### config.mk
export PLATFORM = sky130hd
export DESIGN_NAME = ncs_ctrl
export DESIGN_NICKNAME = d
export VERILOG_FILES = /design/src/design/ncs_pkg.sv /design/src/design/ncs_ctrl.sv
export SDC_FILE = /design/constraint.sdc
export NUM_CORES = 1
export LEC_CHECK = 0
export BUFFER_PORTS_ARGS = -buffer_cell sky130_fd_sc_hd__buf_4
export CORE_AREA = 5 5 42 44
export DETAILED_ROUTE_END_ITERATION = 10
export DIE_AREA = 0 0 47 49
export GPL_TIMING_DRIVEN = 0
export PLACE_DENSITY_LB_ADDON = 0.3
export SLEW_MARGIN = 20
export SYNTH_ARGS = -nofsm -noshare
export SYNTH_HDL_FRONTEND = slang
export SYNTH_SLANG_ARGS = --single-unit
### constraint.sdc
create_clock -name clk -period 1.1 [get_ports clk]
set_input_delay 0.055 -clock clk [delete_from_list [all_inputs] [get_ports clk]]
set_output_delay 0.055 -clock clk [all_outputs]
set_load 0.01 [all_outputs]
### src/design/ncs_pkg.sv
// shared constants, types and helpers for the nearest centroid search block
`default_nettype none

package ncs_pkg;

  // sizing of the stored centroid table and point buffer
  localparam int MAX_CENTROIDS = 64;
  localparam int MAX_DIMS      = 64;
  localparam int COORD_BITS    = 16;

  // field widths
  localparam int IDX_W     = 6;
  localparam int CFG_W     = 7;
  localparam int DIST_W    = 38;
  localparam int REG_IDX_W = 8;

  // derived datapath widths
  localparam int DIFF_W  = COORD_BITS + 1;
  localparam int SQ_W    = 2 * DIFF_W;
  localparam int CADDR_W = $clog2(MAX_CENTROIDS * MAX_DIMS);
  localparam int DADDR_W = $clog2(MAX_DIMS);
  localparam int CSEL_W  = $clog2(MAX_CENTROIDS);

  // register indexes
  localparam logic [REG_IDX_W-1:0] REG_CLUSTERS = REG_IDX_W'(0);
  localparam logic [REG_IDX_W-1:0] REG_DIMS     = REG_IDX_W'(1);

  // item actions
  localparam logic ACT_LOAD  = 1'b0;
  localparam logic ACT_POINT = 1'b1;

  // controller to datapath
  typedef struct packed {
    logic accept_en;  // input channel may take a word
    logic start;      // clear the walk counters
    logic issue;      // read one centroid/point coordinate pair
    logic out_load;   // move the winner into the output register
  } ncs_cmd_t;

  // datapath to controller
  typedef struct packed {
    logic point_done;  // accepted word completes a point
    logic issue_last;  // counters sit on the last pair of the walk
    logic pipe_busy;   // pairs still in flight
    logic out_free;    // output register can take a result
  } ncs_stat_t;

  // zero acts as one, anything above the maximum saturates
  function automatic logic [CFG_W-1:0] clamp_reg(input logic [CFG_W-1:0] v, input int maxv);
    logic [CFG_W-1:0] r;
    begin
      if (v == '0) begin
        r = CFG_W'(1);
      end else if (int'(v) > maxv) begin
        r = CFG_W'(maxv);
      end else begin
        r = v;
      end
      return r;
    end
  endfunction

endpackage

`default_nettype wire

### src/design/ncs_ctrl.sv
// controller state machine: idle, centroid walk, pipeline drain
`default_nettype none

module ncs_ctrl import ncs_pkg::*; (
  input  wire logic      clk,
  input  wire logic      rst,
  input  wire ncs_stat_t stat,
  output ncs_cmd_t       cmd
);

  localparam logic [1:0] S_IDLE   = 2'd0;
  localparam logic [1:0] S_SEARCH = 2'd1;
  localparam logic [1:0] S_DRAIN  = 2'd2;

  logic [1:0] state;
  logic [1:0] state_next;

  always_comb begin
    state_next    = state;
    cmd.accept_en = 1'b0;
    cmd.start     = 1'b0;
    cmd.issue     = 1'b0;
    cmd.out_load  = 1'b0;
    unique case (state)
      S_IDLE: begin
        cmd.accept_en = 1'b1;
        if (stat.point_done) begin
          cmd.start  = 1'b1;
          state_next = S_SEARCH;
        end
      end
      S_SEARCH: begin
        cmd.issue = 1'b1;
        if (stat.issue_last) begin
          state_next = S_DRAIN;
        end
      end
      S_DRAIN: begin
        if (!stat.pipe_busy && stat.out_free) begin
          cmd.out_load = 1'b1;
          state_next   = S_IDLE;
        end
      end
      default: begin
        state_next = S_IDLE;
      end
    endcase
  end

  always_ff @(posedge clk) begin
    if (rst) begin
      state <= S_IDLE;
    end else begin
      state <= state_next;
    end
  end

endmodule

`default_nettype wire

==> reports/metrics.yaml <==
grt_max_degree: 7
h-tree-depth: 1
die-area_sq_um: 2300
synth_top_area_share: 0.390
grt_pass1_wl_um: 655
final_nets: 33
regToRegStartpoint: "state[0]"
dpl-instance-area_sq_um: 190
clock_latency_ns: 0.22
p_per_area_nw_per_um2: 1380
regMostFlops: "state"
status: "finished, final reports clean"
vias: 130
hold_ws_ns: 0.0458
critical-path-top-delay-family: "flip-flops"
drtAntennaViolNets: 0
grt_overflow_total: 0
fin_util: 0.159
final_common_cell: "buf_4"
core_sq_um: 1400
drv_cap: 0
fillCellCount: 163
area_growth_pct: 117
p_leak_uw: 0.0000970
clock_skew_ns: 0.000724
hold_violations: 0
ys_top_cells_by_area: "dfxtp_1 (39%), a2111oi_1 (9.8%), and2b_2 (8.5%)"
top_regs: "state x2"
cts_tree: "built"
rsz0062_at_grt: "yes"
drive_above_1_share: 0.520
start_kind: "flip-flop"
relSlewSlack: 0.781
gp_congestion: 0.657
yosys.area.top_type: "dfxtp_1"
min_path_cells: 2
ys_types: 10
antenna_cells: 0
drtIter0Drc: 4
yosysSeqAreaShare: 0.390
grt_util_all_layers: 0.0457
worstHoldEndpoint: "state[0]"
ys_seq_elements: 2
ys_warn_count: 0
drcViolationCount: 0
fin_crit_ns: 1.04
irDropWorstVdd_uv: 431
cp_max_fo: 6
initial_utilization: 0.0732
cp.required_ns: 1.04
critPathMaxStageDelay_ns: 0.39
post-route-period-util: 0.949
ioPinCount: 10
rr_worst_depth: 2
drt-pass1-iter-count: 3
clock.fmax_ghz: 0.958
design_area_sq_um: 223
cts_sinks: 2
setup_ws_ns: 0.0566
syn_inst: 12
grt_pass1_vias: 152
die_h_um: 49
cts_root_buf: "clkbuf_4"
cpMaxStageDelayCell: "dfxtp_1"
chipWidth_um: 47
regToRegSetupSlack_ns: 0.19
cts_buffers: 3
r2r-end: "state[0]"
slew_violations: 0
routed_via_density: 3.17
largest_reg_flops: 2
mostFrequentLayoutCells: "buf_4 (9), clkbuf_4 (3), nor2_1 (2), dfxtp_1 (2)"
worstSetupPathType: "flip-flop to primary output"
post_drt_wl_per_cell_um: 8.88
min_path_type: "input port to flip-flop"
worstMarginPinSlew_ns: 0.328
drt-total-wl_um: 364
syn_nets: 18
grt_antenna_before_repair: 0
seqCellArea_sq_um: 40.0
setup_viol: 0
dp_slack_ns: 0.178
hp-start: "stat[2]"
end_kind: "primary output"
multi_input_area_sq_um: 62.6
cts_repair_resize_count: 0
portBuffers: 9
worstPathArrival_ns: 0.99
cp.buffers_inverters: 1
clk_path_buf_depth: 2
crit_chain: "nor2_1, and2_1, buf_4"
clk_pin_slew_worst_paths_ns: 0.03
post_synth.cell_area_avg_sq_um: 8.55
syn_area_sq_um: 103
rows: 14
-- cells by family (layout without fill, tap and decap cells) --
logic type / count (synthesis) / in the layout / share of synthesized area
and+or+nand+nor: 8 / 8 / 0.464
DFF: 2 / 2 / 0.390
buffers and inverters: 0 / 13 / 0
AOI/OAI and AO/OA: 2 / 2 / 0.146
-- cell type report --
class | count | share of cell area
Clock buffer | 3 | 0.101
Tap cell | 16 | 0.0899
Timing Repair Buffer | 10 | 0.348
Sequential cell | 2 | 0.180
Multi-Input combinational cell | 10 | 0.281
-- how the worst max path moves through the flow --
| stage | from | to | slack (ns) | cells after the start |
|---|---|---|---|---|
| CTS | state[0] | cmd[2] | 0.04 | 3 |
| detailed placement | state[0] | state[0] | 0.18 | 2 |
| global route | state[1] | cmd[0] | -0.03 | 2 |
| finish | state[0] | cmd[2] | 0.06 | 3 |
| global placement | state[0] | state[0] | 0.26 | 2 |
| floorplan | state[1] | state[1] | 0.28 | 3 |
-- worst register-to-register path: cells and delay by family, from the launching register on --
| kind | cells | cell delay (ns) |
|---|---|---|
| compound gates | 1 | 0.33 |
| flops | 1 | 0.39 |
| simple gates | 1 | 0.07 |
-- power breakdown --
group | internal, uW | leakage, uW | switching [uW]
combinational | 39.8 | 0.0000667 | 24.3
clock | 120 | 0.0000138 | 37.4
sequential | 78.7 | 0.0000165 | 6.71
total | 239 | 0.0000970 | 68.4
-- through the flow --
stage / power [uW] / TNS [ns] / std cells
after floorplan: 110 / 0 / 12
after global routing: 339 / -0.0578 / 41
after CTS: 319 / 0 / 41
after detailed placement: 150 / 0 / 37
after global placement: 147 / 0 / 37
final: 307 / 0 / 41
-- what timing repair did --
item                                    CTS  global route
hold endpoints to repair                  1             0
endpoints found under the setup margin    0             2
setup buffers                             0             0
hold buffers                              1             0
-- cell usage after synthesis --
cell       number
nand2b_1        1
a21oi_1         1
a2111oi_1       1
and2_1          1
nor3b_1         1
nor2_1          2
and2b_2         1
nand3b_1        1
dfxtp_1         2
nand2_1         1
-- routing by layer --
metal	vias up	GRT usage	share of wire
met3	2	0.0406	0.16
met5	-	0	0
met4	0	0.0415	0.019
met1	50	0.0525	0.48
li1	68	-	-
met2	10	0.0475	0.34
Note: power is estimated with default switching activity, not from simulation.
